### config.mk
export PLATFORM = sky130hd
export DESIGN_NAME = ole_cell
export DESIGN_NICKNAME = d
export VERILOG_FILES = /design/src/hdl/ole_pkg.sv /design/src/hdl/ole_cell.sv
export SDC_FILE = /design/constraint.sdc
export NUM_CORES = 1
export LEC_CHECK = 0
export ABC_AREA = 0
export BUFFER_PORTS_ARGS = -buffer_cell sky130_fd_sc_hd__buf_2
export CAP_MARGIN = 20
export CORE_MARGIN = 4
export CORE_UTILIZATION = 40
export CTS_CLUSTER_DIAMETER = 30
export DETAILED_ROUTE_END_ITERATION = 12
export PLACE_DENSITY = 0.8
export SYNTH_ARGS = -nofsm -noshare
export SYNTH_HDL_FRONTEND = slang
export SYNTH_SLANG_ARGS = --single-unit
export TNS_END_PERCENT = 10
### constraint.sdc
create_clock -name clk_i -period 1.6 [get_ports clk_i]
set_input_delay 0 -clock clk_i [delete_from_list [all_inputs] [get_ports clk_i]]
set_output_delay 0 -clock clk_i [all_outputs]
set_load 0.05 [all_outputs]
### src/hdl/ole_pkg.sv
// Shared codes, field widths and control structures of the ordered list engine.
package ole_pkg;

  // Field widths of the input and result words.
  localparam int unsigned OP_W     = 3;
  localparam int unsigned INDEX_W  = 10;
  localparam int unsigned VALUE_W  = 32;
  localparam int unsigned STATUS_W = 2;
  localparam int unsigned POS_W    = 9;
  localparam int unsigned COUNT_W  = 10;

  // Operation codes.
  localparam logic [OP_W-1:0] OP_APPEND    = 3'd0;
  localparam logic [OP_W-1:0] OP_INSERT    = 3'd1;
  localparam logic [OP_W-1:0] OP_REMOVE_AT = 3'd2;
  localparam logic [OP_W-1:0] OP_REMOVE_VAL = 3'd3;
  localparam logic [OP_W-1:0] OP_FIND      = 3'd4;
  localparam logic [OP_W-1:0] OP_CLEAR     = 3'd5;

  // Status codes.
  localparam logic [STATUS_W-1:0] ST_OK       = 2'd0;
  localparam logic [STATUS_W-1:0] ST_RANGE    = 2'd1;
  localparam logic [STATUS_W-1:0] ST_FULL     = 2'd2;
  localparam logic [STATUS_W-1:0] ST_NOTFOUND = 2'd3;

  // The match scan looks at this many cells per cycle.
  localparam int unsigned SCAN_LANES  = 8;
  localparam int unsigned SCAN_LANE_W = 3;

  // Command broadcast to every cell of the chain.
  typedef struct packed {
    logic cmp;  // register the match flag against the broadcast word
    logic ins;  // open a gap at the position and write the word there
    logic del;  // close the gap at the position
  } cell_cmd_t;

  // Result of the match scan.
  typedef struct packed {
    logic done;  // one-cycle pulse when the scan has finished
    logic hit;   // a match was found, held until the next start
  } scan_res_t;

endpackage

### src/hdl/ole_cell.sv
// One list position: holds an entry, compares it and shifts to or from its neighbours.
module ole_cell #(
  parameter int unsigned DEPTH      = 512,
  parameter int unsigned ITEM_WIDTH = 32,
  parameter int unsigned IDX        = 0
) (
  input  logic                         clk_i,
  input  logic                         rst_ni,
  input  ole_pkg::cell_cmd_t           cmd_i,
  input  logic [$clog2(DEPTH)-1:0]     pos_i,
  input  logic [$clog2(DEPTH+1)-1:0]   len_i,
  input  logic [ITEM_WIDTH-1:0]        val_i,
  input  logic [ITEM_WIDTH-1:0]        prev_i,
  input  logic [ITEM_WIDTH-1:0]        next_i,
  output logic [ITEM_WIDTH-1:0]        entry_o,
  output logic                         match_o
);

  localparam int unsigned PW = $clog2(DEPTH);
  localparam int unsigned LW = $clog2(DEPTH+1);

  logic [ITEM_WIDTH-1:0] entry_q, entry_d;
  logic                  match_q;
  logic                  at_pos, after_pos, below_len, upto_len;

  assign at_pos    = (PW'(IDX) == pos_i);
  assign after_pos = (PW'(IDX) > pos_i);
  assign below_len = (LW'(IDX) < len_i);
  assign upto_len  = (LW'(IDX) <= len_i);

  always_comb begin
    entry_d = entry_q;
    if (cmd_i.ins) begin
      if (at_pos) begin
        entry_d = val_i;
      end else if (after_pos && upto_len) begin
        entry_d = prev_i;
      end
    end else if (cmd_i.del) begin
      // Cells past the old tail take stale words, which are never read.
      if (at_pos || after_pos) begin
        entry_d = next_i;
      end
    end
  end

  always_ff @(posedge clk_i) begin
    entry_q <= entry_d;
  end

  always_ff @(posedge clk_i or negedge rst_ni) begin
    if (!rst_ni) begin
      match_q <= 1'b0;
    end else if (cmd_i.cmp) begin
      match_q <= below_len && (entry_q == val_i);
    end
  end

  assign entry_o = entry_q;
  assign match_o = match_q;

endmodule

After elaboration in Yosys (flattened, before gate mapping)
Index checks and enable logic that the tools add are counted.
- add/sub/neg operators: 0
- shift operators: 0
- mux-type cells: 5
- divide/modulo/power cells: 0
- $lt $le $gt $ge: 3
- equality and inequality tests: 2
- bitwise logic cells: 0
- reductions and logical operators: 7
- multipliers: 0
- operator list (cell ; number):
    32-bit two-way mux ; 5
    32-bit equality test ; 1
    1-bit by 10-bit <= comparator with 1-bit output, first input constant ; 1
    1-bit by 10-bit < comparator with 1-bit output, first input constant ; 1
    1-bit by 9-bit greater-than comparator with 1-bit output, first input constant ; 1
    9-bit logical NOT ; 1
    2-bit nonzero test ; 2
    3-bit by 1-bit != test with 1-bit output, second input constant ; 1
    3-bit AND reduction ; 1
    1-bit logical AND ; 2
    1-bit logical OR ; 1
- memory bits (writable): 0
- bits of input ports: 120
- latch bits: 0
- register bits: 33
- word-level logic and storage cells: 19
- ROM bits: 0
- memories kept: 0

Depth between registers and ports, before layout
Gate-level depths: netlist of run 1.
- word-level depth: 5
- depth in mapped cells: 5
- gate-level depth less buffers: 4

Worst setup path after synthesis of run 1
No wires, ideal clock.
- kind: input -> register
- start point: input port pos_i[4]
- end point: register entry_q[0], in the netlist entry_o[0] (enable)
- path buffers: 1
- stages: 4
- path slack: -0.906 ns
- data required time: 1.179 ns
- arrival: 2.085 ns
- cells stage by stage: nor4_2 > nand3_2 > buf_2 > nor2_1
- cells in the longest elaborated chain, start to end: 4
- elaborated cells between the ends (all ways): 7
- classes of those cells: order compare: 1; eq/ne: 1; reduce/logical: 5
- RTL lines (item ; line ; source):
    start: declaration ; ole_cell.sv:10 ; input logic [$clog2(DEPTH)-1:0] pos_i,
    1-bit by 9-bit greater-than comparator with 1-bit output or 9-bit logical NOT (tied branches) ; ole_cell.sv:27, ole_cell.sv:26 ;
    1-bit logical AND or 1-bit logical OR (tied branches) ; ole_cell.sv:36, ole_cell.sv:41 ;
    3-bit by 1-bit != test with 1-bit output (no source line) or 2-bit nonzero test (tied branches) ; - ;
    3-bit AND reduction (no source line) (*) ; - ;
    end signal: assignment ; ole_cell.sv:48 ; entry_q <= entry_d;
    end: declaration ; ole_cell.sv:22 ; logic [ITEM_WIDTH-1:0] entry_q, entry_d;
Every way passes the cells marked *; elsewhere a longest branch is shown, timed or not.
A chain may end at the register's enable or synchronous reset.

Worst setup path after layout of run 1
- start point: register entry_q[23], in the netlist entry_o[23]
- end point: register match_q, in the netlist match_o
- cells in the longest elaborated chain, start to end: 2
- RTL lines (item ; line ; source):
    32-bit equality test ; ole_cell.sv:55 ; match_q <= below_len && (entry_q == val_i);
    1-bit logical AND ; ole_cell.sv:55 ;
    end signal: assignment ; ole_cell.sv:55 ;
    end: declaration ; ole_cell.sv:23 ; logic match_q;
No other way between the ends.

==> results.toml, run 1 <==
[synthesis]
syn_area_per_cell_um2 = 10.4
synth_seq_area_share = 0.478
syn_inst = 198
synth_common_cells = "nor2_1 (36), a21oi_1 (32), edfxtp_1 (32), mux2i_1 (32), xor2_1 (27)"
synthDominantCellAreaShare = 0.466
async_reset_ff_frac = 0.0303
syn_nets = 318
yosysMostFrequentCell = "nor2_1"
yosysTopAreaCell = "edfxtp_1"
yosysUniqueCellTypes = 22
ys.warnings.count = 0
synth_edf_count = 32
ys.flop_type = "edfxtp_1"
synthTopCellsByArea = "edfxtp_1 (47%), mux2i_1 (16%), xor2_1 (11%)"
synth-seq-cells = 33
syn_area_mm2 = 0.00206

[floorplan]
rows = 25
die_area_mm2 = 0.00636
ios = 153
die_x_um = 79.8
die_y_um = 79.8
initial_core_util = 0.425
core-area_mm2 = 0.00485

[global_route]
grt_usage = 0.186
antenna_found_initial = 0
first_global_vias = 1991
grt_start_max_net_pins = 44
grt_pass1_wl_um = 9180
globalRouteOverflowTotal = 0

[pwr]
leakagePower_nw = 1.60
p_comb_frac = 0.169
power_density_mw_per_mm2 = 630
clkPwrFrac = 0.331
p_switching_mw = 0.429
swShare = 0.225
sequentialPowerShare = 0.500
p_int_mw = 1.48
power.total_mw = 1.91
ir_drop_mv = 0.511

[route]
drtPass1Iterations = 4
ant_nets = 0
drt_iter0_markers = 61
met3_length_um = 518
drc = 0
wl_met1_um = 2300
dr_wl_met2_um = 3170
vias = 2056
drt_wl_total_um = 6030
routed.top_layer = "met4"
wl_per_cell_um = 14.3
via_per_inst = 4.87

[sta]
holdWs_ps = 26.0
timing.final.hold_violations = 0
slew_headroom = 0.731
skew_ps = 2.79
period_needed_ps = 1500
finalMaxSlewViolations = 0
fmax_mhz = 665
fin_crit_sh = 0.940
worstMarginPinSlew_ps = 403
finalSetupViolations = 0

[placement]
post-dp-hpwl_um = 4990
portBuffers = 152
gp_congestion = 0.788
placed_area_mm2 = 0.00293

[clock_tree]
cts_buffers = 5
root_buffer = "clkbuf_8"
cts.sinks = 33
cts_tree = "yes"
clk_latency_ps = 270
cts_setup_buffers = 0
clock_path_buffers = 2
htree_levels = 2
clkTransAtPathRegs_ps = 60

[final_layout]
drive_gt1_frac = 0.473
finalInstanceArea_mm2 = 0.00303
utilization = 0.626
layout.nets = 474
num_antenna_cells = 0
fillers = 426
syn_to_final_growth_pct = 47.2

[worst_setup_path]
crit_fanout = 2
start_kind = "register"
crit_type = "register to register"
cp.arrival_ps = 1680
end_kind = "register"
cp.required_ps = 1780

[min_path]
hp-class = "primary input to asynchronous set/reset pin"

[job]
drv_cap = 0

[status]
outcome = "finished clean"
==> sequential cells by signal, summed over array words and instances, names as in the netlist <==
register,count
entry_o,32
match_o,1
==> repair_timing <==
item	4_1_cts	5_1_grt
hold buffers	1	0
endpoints found under the hold margin	1	0
resized for setup	0	1
setup endpoints to repair	0	1
==> through the flow <==
| stage | instances | worst slack (ps) | TNS [ps] |
|---|---|---|---|
| 6_report | 422 | 95.9 | 0 |
| 4_1_cts | 422 | 118 | 0 |
| 3_5_place_dp | 413 | 145 | 0 |
| 2_1_floorplan | 198 | -68.6 | -68.6 |
| 3_3_place_gp | 413 | 122 | 0 |
| 5_1_grt | 422 | -4.09 | -4.09 |
==> cell families after synthesis <==
family                    after synthesis  share of synthesized area
and+or+nand+nor                        55                      0.126
DFF                                    33                      0.478
AOI/OAI and AO/OA                      36                     0.0911
xor gates and xnor gates               29                      0.123
muxes                                  32                      0.155
buffers and inverters                  13                     0.0255
==> cell usage in the layout (no fill, tap or decap) <==
cell type,instances
buf_2,152
nor2_1,35
mux2i_1,32
a21oi_1,32
edfxtp_1,32
xor2_1,27
nor4_1,8
clkbuf_8,6
buf_4,5
inv_1,3
nor3_1,2
nand2b_1,2
xnor2_1,2
nand3_1,2
nand4_1,2
clkbuf_1,2
nor4_2,1
nand3_2,1
nor2_4,1
o22ai_1,1
a22o_1,1
o21ai_0,1
or4_1,1
o31ai_2,1
dlygate4sd3_1,1
dfrtp_1,1
buf_12,1
==> per-layer routing <==
metal  vias to the layer above  track usage
met5                         -            0
met4                         0       0.0304
met3                         4       0.0508
met2                        82        0.347
met1                       936        0.213
li1                       1034            -
==> path summary, 6_finish.rpt <==
check	end	slack (ps)	from	cells past startpoint
worst max-delay path	match_o	100	entry_o[23]	4
worst min-delay path	match_o	30	rst_ni	2
worst max register to register	match_o	100	entry_o[23]	4
worst min register to register	match_o	510	match_o	2
max in group asynchronous	match_o	1480	rst_ni	2
min in group clk_i	match_o	30	cmd_i[2]	3
==> power groups by stage <==
stage	Sequential (mW)	Clock (mW)	Combinational, mW
2_1_floorplan	0.979	0	0.129
3_3_place_gp	0.975	0	0.311
3_5_place_dp	0.975	0	0.322
4_1_cts	0.956	0.652	0.325
5_1_grt	0.955	0.698	0.361
6_report	0.956	0.632	0.323
==> critical path, cell delays in order, from the launching register on <==
cell	delay [ps]
edfxtp_1	400
xnor2_1	150
nand3_1	90
or4_1	570
o31ai_2	200
==> cell type report <==
class / count / area [um^2] / area share
clock buffers: 8 / 90.1 / 0.0297
repair buffers: 159 / 828 / 0.273
multi-input cells: 152 / 1030 / 0.341
inverters: 3 / 11.3 / 0.00371
flip-flops and latches: 33 / 986 / 0.325
well taps: 67 / 83.8 / 0.0276
Power figures use the tool's default switching activity.
==> run 2: changes to the inputs <==
Settings changed: CTS_CLUSTER_SIZE from default to 14, GPL_TIMING_DRIVEN from default to 0.
==> results.toml, run 2 (synthesis gave the netlist of run 1 again) <==
[status]
outcome = "finished clean"

[sta]
fmax_mhz = 685
skew_ps = 5.25
timing.setup.tns_ps = 0
fin_crit_sh = 0.912
timing.final.hold_violations = 0
rsz0062_at_grt = "no"
worstMarginPinSlew_ps = 598
period_needed_ps = 1460
finalSetupViolations = 0
slew_headroom = 0.601
finalMaxSlewViolations = 0

[final_layout]
fillers = 407
largest_register_ffs = 32
syn_to_final_growth_pct = 48.5
layout_commonest_cell = "buf_2"
regArea_um2 = 986
drive_gt1_frac = 0.465
multiInputGateArea_mm2 = 0.00105
utilization = 0.631
num_antenna_cells = 0
layout.nets = 480
layout_common_cells = "buf_2 (153), nor2_1 (35), mux2i_1 (32), a21oi_1 (32), edfxtp_1 (32)"

[route]
drt_wl_total_um = 6940
via_per_inst = 4.99
ant_nets = 0
vias = 2134
drtPass1Iterations = 4
drc = 0
wl_per_cell_um = 16.2
drt_iter0_markers = 71

[floorplan]
initial_core_util = 0.425
rows = 25
core-area_mm2 = 0.00485
die_y_um = 79.8
ios = 153
die_x_um = 79.8
die_area_mm2 = 0.00636

[worst_setup_path]
rrSetupSlack_ps = 140
crit_fanout = 2
start_kind = "register"
reg2regPathDepth = 4
end_kind = "register"
cp-startpoint = "entry_o[23]"
endpoint = "match_o"
cp.arrival_ps = 1650
crit_type = "register to register"
cp.required_ps = 1790
r2r-start = "entry_o[23]"
rr_endpoint = "match_o"

[global_route]
first_global_vias = 2237
use_met1 = 0.246
top_usage_layer = "met2"
antenna_found_initial = 0
grt.met3_usage = 0.0463
grt_pass1_wl_um = 10400
globalRouteOverflowTotal = 0
grt_usage = 0.213
met2_usage = 0.390
grt_start_max_net_pins = 17

[placement]
portBuffers = 151
post-dp-hpwl_um = 5350
gp_congestion = 0.726

[clock_tree]
cts_buffers = 5
clock_path_buffers = 2
clkTransAtPathRegs_ps = 70
cts_tree = "yes"
root_buffer = "clkbuf_8"
htree_levels = 2
clk_latency_ps = 270
cts.sinks = 33

[pwr]
ir_drop_mv = 0.512
power_density_mw_per_mm2 = 619
leakagePower_nw = 1.60

[job]
drv_cap = 0

[min_path]
hp-class = "primary input to asynchronous set/reset pin"
[run 2: cell count changes in the layout (fill, tap and decap cells not counted), sizes merged]
cell / before / now
clkbuf: 8 / 15
buf: 158 / 155
nor2: 36 / 37
dlygate4sd3: 1 / 2
[run 2: metal layers]
layer  vias to the layer above  share of wire
met5                         -              0
met4                         0          0.015
met3                        11          0.078
met2                        90           0.52
met1                       992           0.39
li1                       1041              -
[run 2: layout make-up]
cell class	count	area share
multi-input cells	153	0.344
flip-flops and latches	33	0.322
plain buffers	10	0.0164
inverters	3	0.00368
repair buffers	154	0.260
well taps	67	0.0274
clock buffers	8	0.0262
[run 2: through the flow]
step	power (mW)	worst slack [ps]	cells	area (um^2)	hold slack (ps)
global route	1.99	13.1	428	3060	35.9
CTS	1.90	75.9	427	3020	9.06
detailed placement	1.31	-682	416	2910	-222
finish	1.89	141	428	3060	37.3
global placement	1.29	-633	416	2910	-222
floorplan	1.11	-68.6	198	2070	-296
[run 2: how the worst min path moves through the flow]
stage,startpoint,end,cells after the start
2_1_floorplan,rst_ni,match_o,0
3_3_place_gp,rst_ni,match_o,1
3_5_place_dp,rst_ni,match_o,1
4_1_cts,rst_ni,match_o,2
5_1_grt,rst_ni,match_o,2
6_report,rst_ni,match_o,2
[run 2: what timing repair did]
| item | in CTS | in global routing |
|---|---|---|
| gates resized for setup | 2 | 5 |
| endpoints found under the setup margin | 32 | 33 |
| pin swaps | 1 | 3 |
| cloned | 1 | 0 |
| buffers inserted | 0 | 1 |
| hold buffers | 2 | 0 |
| endpoints found under the hold margin | 2 | 0 |
[run 2: where the power goes]
group | leakage [nW] | internal, mW | switching (mW) | total (mW)
Clock | 0.0395 | 0.309 | 0.287 | 0.596
Combinational | 1.25 | 0.177 | 0.164 | 0.341
Sequential | 0.312 | 0.955 | 0.000811 | 0.956
Total | 1.60 | 1.44 | 0.452 | 1.89
[run 2: worst max-delay path, cell delays in order (launching register included)]
cell	delay, ps
edfxtp_1	390
xnor2_1	170
nand3_1	90
or4_1	530
o31ai_1	190
==> run 3: changes to the inputs <==
Settings changed: CORE_UTILIZATION 40 to 37, CTS_CLUSTER_SIZE 14 to 8, PLACE_DENSITY 0.8 to 0.78.
Clock period 1.6 ns to 1.3 ns, I/O delays scaled along.
==> results.toml, run 3 (synthesis gave the netlist of run 1 again) <==
[worst_setup_path]
cp_slowest_cell = "or4_4"
cp_top_family = "simple AND/OR/NAND/NOR gates"
reg2regPathDepth = 4
r2r-start = "entry_o[23]"
start_kind = "register"
slowest_delay_ps = 490
crit_buf_inv = 0
cp.required_ps = 1490
crit_type = "register to register"
rr_endpoint = "match_o"
path_cells = "xnor2_2, nand3_1, or4_4, o31ai_2"
end_kind = "register"
crit_fanout = 2
rrSetupSlack_ps = -200
cp.arrival_ps = 1690

[final_layout]
syn_to_final_growth_pct = 53.8
drive_gt1_frac = 0.482
layout.nets = 482
fin_cells = 433
layout_common_cells = "buf_2 (151), nor2_1 (35), mux2i_1 (32), a21oi_1 (32), edfxtp_1 (32)"
largest_register_ffs = 32
utilization = 0.605
fillers = 483
num_antenna_cells = 0
layout_commonest_cell = "buf_2"

[pwr]
clkPwrFrac = 0.381
ir_drop_mv = 0.515
leakagePower_nw = 1.65
sequentialPowerShare = 0.455
p_comb_frac = 0.165
swShare = 0.218
power_density_mw_per_mm2 = 817
p_int_mw = 2.02
p_switching_mw = 0.563

[sta]
worstMarginPinSlew_ps = 648
fmax_mhz = 668
rsz0062_at_grt = "yes"
finalMaxSlewViolations = 0
fin_crit_sh = 1.15
skew_ps = 4.93
finalSetupViolations = 1
period_needed_ps = 1500
holdWs_ps = 19.1
slew_headroom = 0.568
timing.final.hold_violations = 0
fin_ws_ps = -197

[global_route]
grt_start_max_net_pins = 17
first_global_vias = 2090
globalRouteOverflowTotal = 0
grt_usage = 0.192
grt_pass1_wl_um = 9650
antenna_found_initial = 1

[route]
drt_iter0_markers = 68
wl_per_cell_um = 15.8
drc = 0
drtPass1Iterations = 4
drt_wl_total_um = 6830
ant_nets = 0
vias = 2147
via_per_inst = 4.96

[placement]
portBuffers = 151
post-place-cells = 419
post-dp-hpwl_um = 5240
gp_congestion = 0.769

[floorplan]
ios = 153
rows = 26
die_x_um = 82.6
die_area_mm2 = 0.00683
die_y_um = 82.6
core-area_mm2 = 0.00524
initial_core_util = 0.393

[clock_tree]
clock_path_buffers = 2
cts_buffers = 5
cts_tree = "yes"
clkTransAtPathRegs_ps = 70
clk_latency_ps = 280
cts.sinks = 33
root_buffer = "clkbuf_8"
htree_levels = 2

[job]
drv_cap = 0

[status]
violations = "setup timing"
outcome = "finished, violations left"

[min_path]
hp-class = "primary input to asynchronous set/reset pin"
run 3: cell count changes in the layout (fill, tap and decap cells not counted), sizes merged:
cell / before / now
bufinv: 0 / 1
buf: 155 / 157
clkbuf: 15 / 14
run 3: power groups by stage:
stage	clock [mW]	sequential (mW)	combinational, mW
after floorplan	0	1.21	0.160
after global placement	0	1.20	0.396
after detailed placement	0	1.20	0.407
after CTS	1.01	1.18	0.424
after global routing	1.07	1.18	0.472
final	0.985	1.18	0.426
run 3: final cells by class:
class / count / area (um^2) / area share
Multi-Input combinational cell: 153 / 1090 / 0.343
Sequential cell: 33 / 986 / 0.311
Timing Repair Buffer: 156 / 823 / 0.260
Tap cell: 70 / 87.6 / 0.0276
Clock buffer: 7 / 86.3 / 0.0272
Buffer: 10 / 58.8 / 0.0186
Clock inverter: 1 / 30.0 / 0.00947
Inverter: 3 / 11.3 / 0.00355
run 3: layer usage:
metal | share of wire | vias up | track usage
met1 | 0.38 | 978 | 0.208
met3 | 0.093 | 13 | 0.0488
li1 | - | 1045 | -
met4 | 0.013 | 2 | 0.0605
met5 | 0.0012 | - | 0
met2 | 0.51 | 109 | 0.363
run 3: repair_timing:
action,in CTS,in global routing
hold endpoints to repair,2,0
buffers inserted,3,0
setup endpoints to repair,33,17
resized for setup,8,3
cloned,1,0
pin swaps,2,6
hold buffers,2,0
run 3: how the worst max path moves through the flow:
stage / startpoint / to / slack, ps / depth (start not counted)
finish: entry_o[23] / match_o / -200 / 4
global route: entry_o[23] / match_o / -280 / 4
CTS: entry_o[23] / match_o / -200 / 4
detailed placement: cmd_i[1] / entry_o[12] / -680 / 4
global placement: cmd_i[1] / entry_o[10] / -680 / 4
floorplan: entry_o[23] / match_o / -370 / 4
run 3: through the flow:
| step | setup slack, ps | total power [mW] | instance area (um^2) | setup TNS [ps] |
|---|---|---|---|---|
| floorplan | -369 | 1.37 | 2090 | -7320 |
| global placement | -684 | 1.60 | 2930 | -25410 |
| detailed placement | -682 | 1.61 | 2930 | -26080 |
| CTS | -195 | 2.61 | 3150 | -195 |
| global route | -275 | 2.72 | 3170 | -991 |
| finish | -197 | 2.59 | 3170 | -197 |
run 3: worst reg2reg max path, cell delays in order, from the launching register on:
cell and delay, ps:
edfxtp_1 420, xnor2_2 170, nand3_1 90, or4_4 490, o31ai_2 240
