--- src/hdl/ole_pkg.sv ---
// Shared codes, field widths and control structures of the ordered list engine.
package ole_pkg;

  // Field widths of the input and result words.
  localparam int unsigned OP_W     = 3;
  localparam int unsigned INDEX_W  = 10;
  localparam int unsigned VALUE_W  = 32;
  localparam int unsigned STATUS_W = 2;
  localparam int unsigned POS_W    = 9;
  localparam int unsigned COUNT_W  = 10;

  // Operation codes.
  localparam logic [OP_W-1:0] OP_APPEND    = 3'd0;
  localparam logic [OP_W-1:0] OP_INSERT    = 3'd1;
  localparam logic [OP_W-1:0] OP_REMOVE_AT = 3'd2;
  localparam logic [OP_W-1:0] OP_REMOVE_VAL = 3'd3;
  localparam logic [OP_W-1:0] OP_FIND      = 3'd4;
  localparam logic [OP_W-1:0] OP_CLEAR     = 3'd5;

  // Status codes.
  localparam logic [STATUS_W-1:0] ST_OK       = 2'd0;
  localparam logic [STATUS_W-1:0] ST_RANGE    = 2'd1;
  localparam logic [STATUS_W-1:0] ST_FULL     = 2'd2;
  localparam logic [STATUS_W-1:0] ST_NOTFOUND = 2'd3;

  // The match scan looks at this many cells per cycle.
  localparam int unsigned SCAN_LANES  = 8;
  localparam int unsigned SCAN_LANE_W = 3;

  // Command broadcast to every cell of the chain.
  typedef struct packed {
    logic cmp;  // register the match flag against the broadcast word
    logic ins;  // open a gap at the position and write the word there
    logic del;  // close the gap at the position
  } cell_cmd_t;

  // Result of the match scan.
  typedef struct packed {
    logic done;  // one-cycle pulse when the scan has finished
    logic hit;   // a match was found, held until the next start
  } scan_res_t;

endpackage

--- src/hdl/ole_scan.sv ---
// First-match search over the cell match flags, a few cells per cycle.
module ole_scan #(
  parameter int unsigned DEPTH = 512
) (
  input  logic                       clk_i,
  input  logic                       rst_ni,
  input  logic                       start_i,
  input  logic [$clog2(DEPTH+1)-1:0] len_i,
  input  logic [DEPTH-1:0]           match_i,
  output ole_pkg::scan_res_t         res_o,
  output logic [$clog2(DEPTH)-1:0]   pos_o
);

  localparam int unsigned LANES  = ole_pkg::SCAN_LANES;
  localparam int unsigned LANEW  = ole_pkg::SCAN_LANE_W;
  localparam int unsigned NCHUNK = (DEPTH + LANES - 1) / LANES;
  localparam int unsigned CNTW   = (NCHUNK > 1) ? $clog2(NCHUNK) : 1;
  localparam int unsigned PADW   = NCHUNK * LANES;
  localparam int unsigned PW     = $clog2(DEPTH);
  localparam int unsigned LW     = $clog2(DEPTH+1);

  logic [PADW-1:0]  match_pad;
  logic [LANES-1:0] chunk_w [NCHUNK];
  logic [LANES-1:0] chunk;
  logic [LANEW-1:0] lane_idx;
  logic             chunk_hit, scan_done;

  logic [CNTW-1:0]  cnt_q, last_q;
  logic             active_q, done_q, hit_q;
  logic [PW-1:0]    pos_q;

  assign match_pad = PADW'(match_i);

  always_comb begin
    for (int c = 0; c < NCHUNK; c++) begin
      chunk_w[c] = match_pad[c*LANES +: LANES];
    end
  end

  assign chunk     = chunk_w[cnt_q];
  assign chunk_hit = |chunk;

  always_comb begin
    lane_idx = '0;
    for (int l = LANES - 1; l >= 0; l--) begin
      if (chunk[l]) begin
        lane_idx = LANEW'(l);
      end
    end
  end

  assign scan_done = active_q && (chunk_hit || (cnt_q == last_q));

  always_ff @(posedge clk_i or negedge rst_ni) begin
    if (!rst_ni) begin
      cnt_q    <= '0;
      last_q   <= '0;
      active_q <= 1'b0;
      done_q   <= 1'b0;
      hit_q    <= 1'b0;
    end else begin
      done_q <= scan_done;
      if (start_i) begin
        cnt_q    <= '0;
        active_q <= 1'b1;
        hit_q    <= 1'b0;
        if (len_i == '0) begin
          last_q <= '0;
        end else begin
          last_q <= CNTW'((len_i - LW'(1)) >> LANEW);
        end
      end else if (scan_done) begin
        active_q <= 1'b0;
        hit_q    <= chunk_hit;
      end else if (active_q) begin
        cnt_q <= cnt_q + CNTW'(1);
      end
    end
  end

  always_ff @(posedge clk_i) begin
    if (scan_done) begin
      pos_q <= PW'({cnt_q, lane_idx});
    end
  end

  assign res_o.done = done_q;
  assign res_o.hit  = hit_q;
  assign pos_o      = pos_q;

endmodule

--- config.mk ---
export PLATFORM = sky130hd
export DESIGN_NAME = ole_scan
export DESIGN_NICKNAME = d
export VERILOG_FILES = /design/src/hdl/ole_pkg.sv /design/src/hdl/ole_scan.sv
export SDC_FILE = /design/constraint.sdc
export NUM_CORES = 1
export LEC_CHECK = 0
export BUFFER_PORTS_ARGS = -buffer_cell sky130_fd_sc_hd__buf_2
export CORE_AREA = 2 2 210 212
export DETAILED_ROUTE_END_ITERATION = 6
export DIE_AREA = 0 0 212 214
export PLACE_DENSITY = 0.46
export SLEW_MARGIN = 10
export SYNTH_ARGS = -nofsm -noshare
export SYNTH_HDL_FRONTEND = slang
export SYNTH_SLANG_ARGS = --single-unit
--- constraint.sdc ---
create_clock -name clk_i -period 4.5 [get_ports clk_i]
set_input_delay 0.9 -clock clk_i [delete_from_list [all_inputs] [get_ports clk_i]]
set_output_delay 0.9 -clock clk_i [all_outputs]
set_load 0.02 [all_outputs]
# Yosys cells after proc, flatten, opt, wreduce, memory -nomap -nowiden
# Index checks and enable logic that the tools add are counted.
# word_totals
regBits	24
in_bits	525
out_inout_bits	11
word_cells	42
# op_classes
add_sub_neg	2
order_cmp	1
n_eq_ne	2
mux	18
n_bitwise	1
reduce_logical	9
# ops
operator	count
8-bit binary-select mux with 6-bit select	1
6-bit 2-to-1 mux	4
8-bit 2-to-1 mux	2
3-bit 2-to-1 mux	4
10-bit zero test	1
9-bit by 1-bit subtractor with 9-bit output, second input constant	1
8-bit OR reduction	1
7-bit >= comparator, second input constant	1
6-bit inverter with 7-bit output	1
6-bit by 1-bit adder with 6-bit output, second input constant	1
6-bit == test	1
1-bit 2-to-1 mux	5
2-bit 2-to-1 mux	2
2-bit nonzero test	2
4-bit OR reduction	1
2-bit inequality test, second input constant	1
2-bit AND reduction	1
2-bit OR reduction	1
1-bit logical AND	1
1-bit logical OR	1

# Depth between registers and ports, before layout
# Gate-level depths: netlist (run 1).
# depth
word_depth	11
ltp_mapped	17
ltp_nobuf	8

# Worst setup path before layout (run 1)
# Ideal clock, no wire load.
# synth_timing
path_kind	input-to-reg
from	in match_i[463]
to	reg cnt_q[4]
setup_time_ns	0.128
arrival_ns	3.572
t_required_ns	4.372
path_slack_ns	0.801
path_stages	9
n_path_buf	1
cell_sequence	mux4_1 > mux4_2 > nor2_1 > nor4_1 > a41o_1 > or4_2 > clkbuf_2 > nor4_1 > mux2_1
# synth_between
elab_chain_len	8
# synth_rtl
element	line_no	rtl
start: declaration	ole_scan.sv:9	input logic [DEPTH-1:0] match_i,
8-bit binary-select mux with 6-bit select	ole_scan.sv:40	assign chunk = chunk_w[cnt_q];
8-bit 2-to-1 mux (not written as such) (2 in a row)	ole_scan.sv:40	
8-bit OR reduction	ole_scan.sv:41	assign chunk_hit = |chunk;
1-bit logical OR	ole_scan.sv:52	assign scan_done = active_q && (chunk_hit || (cnt_q == last_q));
1-bit logical AND	ole_scan.sv:52	
2-bit inequality test (no line)	-	
2-bit AND reduction (no line)	-	
end signal: assignment	ole_scan.sv:76	cnt_q <= cnt_q + CNTW'(1);
end: declaration	ole_scan.sv:28	logic [CNTW-1:0] cnt_q, last_q;
# Every way passes these cells. The select of a mux whose other input is x is not followed.
# A chain may end at the register's enable or synchronous reset.

# Final worst setup path (run 1)
# layout_timing
from	reg cnt_q[1]
to	reg cnt_q[4]
# layout_between
elab_chain_len	9
word_cells_on_any_way	14
classes_between	1 x add/sub; 2 x eq/ne; 6 x mux; 1 x bitwise; 4 x reduce/logical
# layout_rtl
element	line_no
6-bit inverter with 7-bit output (not written as such)	ole_scan.sv:40
8-bit binary-select mux with 6-bit select	ole_scan.sv:40
8-bit 2-to-1 mux (not written as such) (2 in a row)	ole_scan.sv:40
8-bit OR reduction	ole_scan.sv:41
1-bit logical OR	ole_scan.sv:52
1-bit logical AND	ole_scan.sv:52
2-bit inequality test (no line)	-
2-bit AND reduction (no line)	-
# Parallel ways exist; a longest one is shown, timed or not. The select of a mux whose other input is x is not followed.

==> out/metrics.yaml, run 1 <==
run_status:
  status: "finished, final reports clean"
synthesis:
  synth_cells: 489
  synthDistinctLibCells: 68
  synth-edff-count: 9
  syn_area_per_cell_um2: 11.7
  ys.warnings.count: 0
  synth_area_um2: 5730
  ys_seq_elements: 24
  synth_nets: 1015
  async_reset_ff_share_pct: 62.5
  yosys_most_used_dff: "dfrtp_1"
  ys_seq_area_share_pct: 11.3
cts:
  cts_hold_buf: 0
  clkSinkCount: 24
  cts_tree: "yes"
  clk_latency_ns: 0.26
  cts_inserted_buffers: 3
  clk_pin_slew_ns: 0.07
  cts_buffer_depth: 2
  cts_setup_buffers: 0
  cts_max_level: 1
  cts-root-buf: "clkbuf_16"
  cts_resized: 0
die:
  fp.coreArea_um2: 42900
  start_util_pct: 13.4
  die_area_um2: 45400
  io_pins: 536
  row_count: 76
  die_x_um: 212
  die_y_um: 214
cells_and_area:
  layoutNonFillerInstCount: 1606
  areaGrowthSynthToFinish_pct: 60.5
  final_common_cell: "buf_2"
  mostFrequentLayoutCells: "535 x buf_2, 88 x mux4_2, 59 x mux2i_1"
  post-route-util_pct: 21.4
  seqCellArea_um2: 656
  layout-drive-gt1-share_pct: 69.0
  fin_nets: 1542
  num-fill-cells: 4768
  multi_input_area_um2: 4620
timing:
  setup_viol: 0
  hold_viol_final: 0
  min_period_over_period_pct: 88.4
  period_minus_slack_ns: 3.98
  setup_tns_ns: 0
  fin_hold_ws_ns: 0.546
  finClkSkew_ns: 0.00427
  setup_slack_ns: 0.522
  maxSlewHeadroom_pct: 47.1
  rsz0062_at_grt: "no"
  fmaxAchievable_mhz: 251
  worstMarginPinSlew_ns: 0.790
  finalMaxSlewViolations: 0
worst_setup_path:
  timing_worst_setup_path_type: "register to register"
  worstPathMaxFanout: 41
  worstSetupStartpointType: "register"
  cp_data_arrival_time_ns: 4.12
  worstPathRequired_ns: 4.64
  end_kind: "register"
run:
  cap_violations: 0
route:
  via_count: 6723
  ant_nets: 0
  drc: 0
  vias_per_cell: 4.19
  drt_wl_total_um: 36900
  first_iter_violations: 346
  detail_route.wl_per_cell_um: 23.0
  drt-pass1-iter-count: 5
pwr:
  ir_drop_v: 0.000127
  p_per_area_nw_per_um2: 102
  p_leak_nw: 4.03
grt:
  antenna_found_initial: 7
  grt_max_degree: 42
  grt_usage_pct: 15.7
  grt_pass1_vias: 7277
  gr-total-overflow: 0
  grt_pass1_wl_um: 50900
min_path:
  hp-class: "register to register"
placed_design:
  io_buffers: 535
  pre_cts_ws_ns: 0.407
  dp_hpwl_um: 32100
  dpl.cell_count: 1596
  place.gp.congestion: 0.904
[cells by family after synthesis]
family / synth area share (%)
AND/OR/NAND/NOR: 10.8
flip-flops: 11.3
buffers and inverters: 8.30
AO/OA/AOI/OAI: 11.3
adder cells (fa/ha/maj): 0.218
multiplexers: 56.6
XOR/XNOR: 1.53
[layout make-up]
class                           count  area share (%)
Antenna cell                        6           0.163
Sequential cell                    24            7.13
Clock buffer                        3           0.817
Tap cell                          585            7.96
Clock inverter                      1           0.327
Timing Repair Buffer              576            32.9
Inverter                           11           0.449
Multi-Input combinational cell    400            50.3
[critical path, stage by stage (launching register included)]
cell and delay, ns:
dfrtp_4 0.73, nor2b_2 0.73, a22oi_1 0.24, a211o_1 0.35, nand4_1 0.17, o41ai_1 0.11, buf_4 0.15, or4_2 0.70
nor4_1 0.31, mux2_1 0.35
[final timing paths]
path,from,end,slack (ns),cells past startpoint
min,hit_q$_DFFE_PN0P_,hit_q$_DFFE_PN0P_,0.55,2
max reg2reg,cnt_q[1]$_DFFE_PN0P_,cnt_q[4]$_DFFE_PN0P_,0.52,9
max in group asynchronous,rst_ni,cnt_q[0]$_DFFE_PN0P_,3.61,1
max,cnt_q[1]$_DFFE_PN0P_,cnt_q[4]$_DFFE_PN0P_,0.52,9
min reg2reg,hit_q$_DFFE_PN0P_,hit_q$_DFFE_PN0P_,0.55,2
min in group asynchronous,rst_ni,done_q$_DFF_PN0_,0.57,1
[where the power goes]
part / internal, mW / switching [mW]
Sequential: 0.238 / 0.00643
Clock: 0.177 / 0.0770
Combinational: 0.269 / 0.167
Total: 0.684 / 0.250
[sequential cells by signal (all words and copies together) (netlist names)]
name	flops
active_q	1
cnt_q	6
done_q	1
hit_q	1
last_q	6
pos_o	9
[stage by stage]
step                area [um2]  power (mW)
floorplan                 5730       0.401
global placement          9070       0.685
detailed placement        9070       0.688
CTS                       9180       0.946
global route              9190       0.991
finish                    9190       0.934
[synth_stat cells (6+ instances only)]
cell type   n  area [um2]
a21oi_1    14        70.1
mux4_1     21         552
buf_6      10         113
clkbuf_1   18        67.6
nand2_1    44         165
edfxtp_1    9         270
o22ai_1     8        50.1
mux4_2     88        1980
o21ai_0    11        55.1
a22o_1      6        52.6
dfrtp_1    15         375
nor2_1     32         120
buf_1       6        22.5
mux2_2      8        90.1
mux2i_1    59         591
inv_1      10        37.5
a22oi_1     9        67.6
nand3_1     8        40.0
a221oi_1   12         105
[routing by layer]
metal | global-route usage, % | vias to the layer above | wire (um)
met5 | 0 | - | 0
met4 | 1.85 | 0 | 353
met3 | 1.50 | 16 | 1890
met2 | 27.8 | 276 | 18600
met1 | 21.1 | 3317 | 16100
li1 | - | 3114 | -
(Power assumes the default switching activity.)
==> run 2, diff against run 1 <==
CORE_AREA = 2 2 209 211   (was 2 2 210 212)
DIE_AREA = 0 0 211 213   (was 0 0 212 214)
PLACE_DENSITY = 0.48   (was 0.46)
clock period = 3.2 ns   (was 4.5 ns; I/O delays follow)
==> run 2 against run 1 <==
  * The run now ends with negative setup slack left
  * Non-clock buffer count up 47
  * Clock power grew 42%
  * Wire length shrank 0.36%
  * Highest routed layer is now met5
  * Register-to-register slack got worse by 0.78 ns
  * Sequential power up 41%
  * Power rose by 44%
  * Global-route usage is 0.13 points lower
  * Cell count is 0.31% higher
==> out/metrics.yaml, run 2 (same netlist as run 1, synthesis figures left out) <==
timing:
  hold_viol_final: 0  # unchanged
  fmaxAchievable_mhz: 289  # +15%
  finalMaxSlewViolations: 0  # unchanged
  maxSlewHeadroom_pct: 57.6  # +11 points
  finClkSkew_ns: 0.00330  # -0.000968 ns
  setup_viol: 19  # +19
  setup_tns_ns: -3.95  # -3.95 ns
  min_period_over_period_pct: 108  # +20 points
  rsz0062_at_grt: "yes"
  setup_slack_ns: -0.263  # -0.785 ns
  worstMarginPinSlew_ns: 0.630  # -0.160 ns
  period_minus_slack_ns: 3.46  # -0.515 ns
worst_setup_path:
  slowest_stage: "or4_4"
  critPathMaxStageDelay_ns: 0.65  # -0.08 ns
  crit_chain: "buf_12 > buf_8 > mux4_2 > mux4_2 > nor2_2 > nor4_2 > a41o_1 > or4_4 > nor4_4 > mux2_4"
  crit_family: "multiplexers"
  timing_worst_setup_path_type: "register to register"
  cp_data_arrival_time_ns: 3.61  # -0.51 ns
  cp_common_cell: "mux4_2"
  crit_buf_inv: 2  # +1
  worstPathRequired_ns: 3.35  # -1.29 ns
  worstSetupStartpointType: "register"
  worstPathMaxFanout: 8  # -80%
  end_kind: "register"
route:
  first_iter_violations: 423  # +22%
  ant_nets: 0  # unchanged
  via_count: 7144  # +6.3%
  drt-pass1-iter-count: 4  # -1
  vias_per_cell: 4.43  # +5.9%
  drc: 0  # unchanged
  drt_wl_total_um: 36700  # -0.36%
  detail_route.wl_per_cell_um: 22.8  # -0.67%
cells_and_area:
  final_common_cell: "buf_2"
  areaGrowthSynthToFinish_pct: 69.9
  fin_nets: 1589  # +3.0%
  layout-drive-gt1-share_pct: 71.8  # +2.8 points
  num-fill-cells: 4622  # -3.1%
  mostFrequentLayoutCells: "535 x buf_2, 90 x mux4_2, 72 x buf_4"
  largest_reg_flops: 9  # unchanged
  fin_area_um2: 9730  # +5.9%
min_path:
  hp-class: "input pin to async pin"
placed_design:
  dp_hpwl_um: 32000  # -0.56%
  post_dp_cell_area_um2: 9470  # +4.3%
  pre_cts_ws_ns: -0.508  # -0.916 ns
  place.gp.congestion: 0.910  # +0.65%
  io_buffers: 535  # unchanged
cts:
  clkSinkCount: 24  # unchanged
  cts_tree: "yes"
  clk_pin_slew_ns: 0.06  # about the same
  cts_max_level: 1  # unchanged
  cts_inserted_buffers: 3  # unchanged
  cts_buffer_depth: 2  # unchanged
  cts-root-buf: "clkbuf_16"
  clk_latency_ns: 0.26  # about the same
  cts_hold_buf: 0  # unchanged
pwr:
  p_leak_nw: 4.32  # +7.2%
  p_per_area_nw_per_um2: 138  # +36%
  power_mw: 1.34  # +44%
  ir_drop_v: 0.000171  # +35%
grt:
  grt_max_degree: 34  # -19%
  grt_pass1_vias: 7644  # +5.0%
  grt_usage_pct: 15.5  # -0.13 points
  antenna_found_initial: 8  # +1
  gr-total-overflow: 0  # unchanged
  grt_pass1_wl_um: 50400  # -0.95%
die:
  io_pins: 536  # unchanged
  die_x_um: 211  # -0.47%
  fp.coreArea_um2: 42700  # -0.44%
  die_y_um: 213  # -0.47%
  row_count: 76  # unchanged
  die_area_um2: 44900  # -0.94%
  start_util_pct: 13.4  # +0.059 points
run:
  cap_violations: 0  # unchanged
run_status:
  status: "complete, but fails checks"
  failed_checks: "negative setup slack"
-- run 2: final timing paths --
kind / slack, ns / from / depth (start not counted) / end
hold reg to reg: 0.55 / last_q[5]$_DFFE_PN0P_ / 2 / last_q[5]$_DFFE_PN0P_
hold / removal: 0.31 / rst_ni / 1 / done_q$_DFF_PN0_
max in group asynchronous: 2.55 / rst_ni / 1 / cnt_q[1]$_DFFE_PN0P_
setup / recovery: -0.26 / cnt_q[0]$_DFFE_PN0P_ / 10 / cnt_q[0]$_DFFE_PN0P_
min in group clk_i: 0.55 / last_q[5]$_DFFE_PN0P_ / 2 / last_q[5]$_DFFE_PN0P_
setup reg to reg: -0.26 / cnt_q[0]$_DFFE_PN0P_ / 10 / cnt_q[0]$_DFFE_PN0P_
-- run 2: layer usage --
layer | GRT usage (%) | vias up | share of wire (%)
li1 | - | 3210 | -
met1 | 21.1 | 3557 | 44
met2 | 26.7 | 341 | 49
met3 | 2.25 | 30 | 5.1
met4 | 2.02 | 6 | 1.1
met5 | 0 | - | 0.11
-- run 2: what timing repair did --
action,4_1_cts,5_1_grt
pin swaps,7,1
resized for setup,16,8
setup buffers,5,1
endpoints found under the setup margin,21,21
-- run 2: metrics by stage --
step           cells  hold WS (ns)  util, %
2_1_floorplan    489         0.344        -
6_report        1611         0.313     22.8
3_3_place_gp    1600         0.534     22.2
4_1_cts         1608         0.309     22.7
3_5_place_dp    1600         0.545     22.2
5_1_grt         1611         0.318     22.8
-- run 2: power by group --
group          switching, mW  total, mW  leakage [nW]  internal, mW
Combinational          0.245      0.639          3.99         0.395
Clock                  0.111      0.360        0.0511         0.249
Sequential           0.00953      0.345         0.277         0.335
-- run 2: final cells by class --
class	instances	area (um2)	area share [%]
multi-input combinational	400	4710	48.4
timing repair buffer	623	3530	36.3
tap	546	683	7.02
sequential	24	656	6.74
clock buffer	3	75.1	0.772
inverter	11	41.3	0.424
clock inverter	1	30.0	0.309
antenna	3	7.51	0.0772
==> run 3, diff against run 2 <==
PLACE_DENSITY = unset   (was 0.48)
==> run 3 against run 2 <==
  * The run still ends with negative setup slack left
  * Final area increased by 4.1%
  * Die area did not move
  * Global-route usage increased by 0.48 points
  * Count of clock-buffer cells in the layout stayed put
  * Wire length grew 4.1%
  * Flip-flop and latch count unchanged
  * Power up 1.9%
  * Clock power grew 3%
  * Clock skew up 0.0028 ns
  * Combinational power is 3% higher
  * Critical path depth did not move
  * Critical endpoint unchanged
  * Highest routed layer unchanged
==> out/metrics.yaml, run 3 (same netlist as run 1, synthesis figures left out) <==
route:
  ant_nets: 0  # unchanged
  first_iter_violations: 325  # -23%
  vias_per_cell: 4.44  # about the same
  drt_wl_total_um: 38200  # +4.1%
  drt-pass1-iter-count: 4  # unchanged
  detail_route.wl_per_cell_um: 23.3  # +2.2%
  drc: 0  # unchanged
  via_count: 7280  # +1.9%
cts:
  clk_latency_ns: 0.26  # about the same
  cts_buffer_depth: 2  # unchanged
  clk_pin_slew_ns: 0.07  # about the same
  cts-root-buf: "clkbuf_16"
  cts_inserted_buffers: 3  # unchanged
  cts_tree: "yes"
  cts_max_level: 1  # unchanged
  clkSinkCount: 24  # unchanged
  cts_hold_buf: 0  # unchanged
pwr:
  p_leak_nw: 4.50  # +4.1%
  p_per_area_nw_per_um2: 135  # -2.1%
  ir_drop_v: 0.000185  # +8.1%
  power_mw: 1.37  # +1.9%
die:
  fp.coreArea_um2: 42700  # unchanged
  die_area_um2: 44900  # unchanged
  die_x_um: 211  # unchanged
  row_count: 76  # unchanged
  start_util_pct: 13.4  # unchanged
  die_y_um: 213  # unchanged
  io_pins: 536  # unchanged
placed_design:
  dpl.cell_count: 1609  # +0.56%
  pre_cts_ws_ns: -0.854  # -0.345 ns
  place.gp.congestion: 0.976  # +7.3%
  io_buffers: 535  # unchanged
  dp_hpwl_um: 32600  # +2.0%
timing:
  finalMaxSlewViolations: 0  # unchanged
  setup_tns_ns: -3.56  # +0.387 ns
  fmaxAchievable_mhz: 292  # +1.0%
  finClkSkew_ns: 0.00606  # +0.00276 ns
  period_minus_slack_ns: 3.43  # -0.0349 ns
  hold_viol_final: 0  # unchanged
  min_period_over_period_pct: 107  # -1.1 points
  worstMarginPinSlew_ns: 0.757  # +0.127 ns
  setup_viol: 20  # +1
  rsz0062_at_grt: "yes"
  maxSlewHeadroom_pct: 49.5  # -8.1 points
  setup_slack_ns: -0.228  # +0.0349 ns
min_path:
  hp-class: "input pin to async pin"
run_status:
  failed_checks: "negative setup slack"
  status: "complete, but fails checks"
cells_and_area:
  layout-drive-gt1-share_pct: 73.7  # +2.0 points
  layoutNonFillerInstCount: 1641  # +1.9%
  largest_reg_flops: 9  # unchanged
  final_common_cell: "buf_2"
  fin_nets: 1616  # +1.7%
  multi_input_area_um2: 4830  # +2.6%
  areaGrowthSynthToFinish_pct: 76.9
  num-fill-cells: 4640  # +0.39%
  mostFrequentLayoutCells: "535 x buf_2, 94 x buf_4, 92 x mux4_2"
  seqCellArea_um2: 656  # unchanged
  post-route-util_pct: 23.7  # +0.93 points
grt:
  gr-total-overflow: 0  # unchanged
  grt_max_degree: 25  # -26%
  gr-usage-met1_pct: 21.4  # +0.23 points
  use_met3_pct: 1.81  # -0.44 points
  grt_pass1_vias: 7730  # +1.1%
  grt_pass1_wl_um: 51900  # +3.0%
  grt.busiest_layer: "met2"
  antenna_found_initial: 7  # -1
  grt_usage_pct: 16.0  # +0.48 points
  grt_use_met2_pct: 28.0  # +1.3 points
worst_setup_path:
  timing_worst_setup_path_type: "register to register"
  end_kind: "register"
  worstPathMaxFanout: 8  # unchanged
  crit_path_end: "cnt_q[0]$_DFFE_PN0P_"
  worstPathRequired_ns: 3.35  # about the same
  startpoint: "cnt_q[0]$_DFFE_PN0P_"
  rr_worst_depth: 10  # unchanged
  cp_data_arrival_time_ns: 3.58  # -0.03 ns
  reg2reg_from: "cnt_q[0]$_DFFE_PN0P_"
  worstSetupStartpointType: "register"
  rrSetupSlack_ns: -0.23  # +0.03 ns
  regToRegEndpoint: "cnt_q[0]$_DFFE_PN0P_"
run:
  cap_violations: 0  # unchanged
[run 3: cell count changes in the layout (fill, tap and decap cells not counted), moves of 3 or more]
cell | before | now
diode_2 | 3 | 6
buf_12 | 12 | 16
mux2i_2 | 0 | 3
o41ai_2 | 3 | 0
mux2i_1 | 59 | 55
buf_4 | 72 | 94
[run 3: how the worst min path moves through the flow]
stage,to,slack [ns],depth (start not counted)
floorplan,active_q$_DFFE_PN0P_,0.34,0
global route,cnt_q[4]$_DFFE_PN0P_,0.33,1
CTS,hit_q$_DFFE_PN0P_,0.32,1
global placement,hit_q$_DFFE_PN0P_,0.53,2
detailed placement,hit_q$_DFFE_PN0P_,0.54,2
finish,cnt_q[4]$_DFFE_PN0P_,0.31,1
[run 3: layout make-up]
type,instances,share of cell area (%)
Tap cell,546,6.75
Clock buffer,3,0.741
Multi-Input combinational cell,400,47.7
Sequential cell,24,6.47
Antenna cell,6,0.148
Clock inverter,1,0.297
Inverter,11,0.408
Timing Repair Buffer,650,37.5
[run 3: where the power goes]
| group | switching [mW] | internal (mW) | total [mW] |
|---|---|---|---|
| clock network | 0.119 | 0.249 | 0.369 |
| logic | 0.253 | 0.404 | 0.657 |
| registers | 0.00914 | 0.335 | 0.344 |
[run 3: through the flow]
step                hold WS [ns]  instance area [um2]
global route               0.330                10100
CTS                        0.317                10000
global placement           0.531                 9510
floorplan                  0.344                 5790
detailed placement         0.542                 9510
finish                     0.313                10100
[run 3: what timing repair did]
item                       in CTS  in global routing
setup endpoints to repair      21                 21
setup buffers                  15                  5
gates cloned                    2                  0
resized for setup              30                 17
pin swaps                      11                  6
[run 3: worst max-delay path, cell delays in order, from the launching register on]
cell     delay (ns)
dfrtp_4        0.51
buf_12         0.16
buf_12         0.13
mux4_2         0.40
mux4_2         0.51
nor2_2         0.13
nor4_2         0.06
a41o_1         0.25
or4_4          0.61
nor4_4         0.22
mux2_4         0.32
[run 3: routing by layer]
layer  wire length (um)  up-vias
met4                841        6
met3               1820       48
met2              19100      342
met1              16500     3621
met5                 41        -
li1                   -     3263
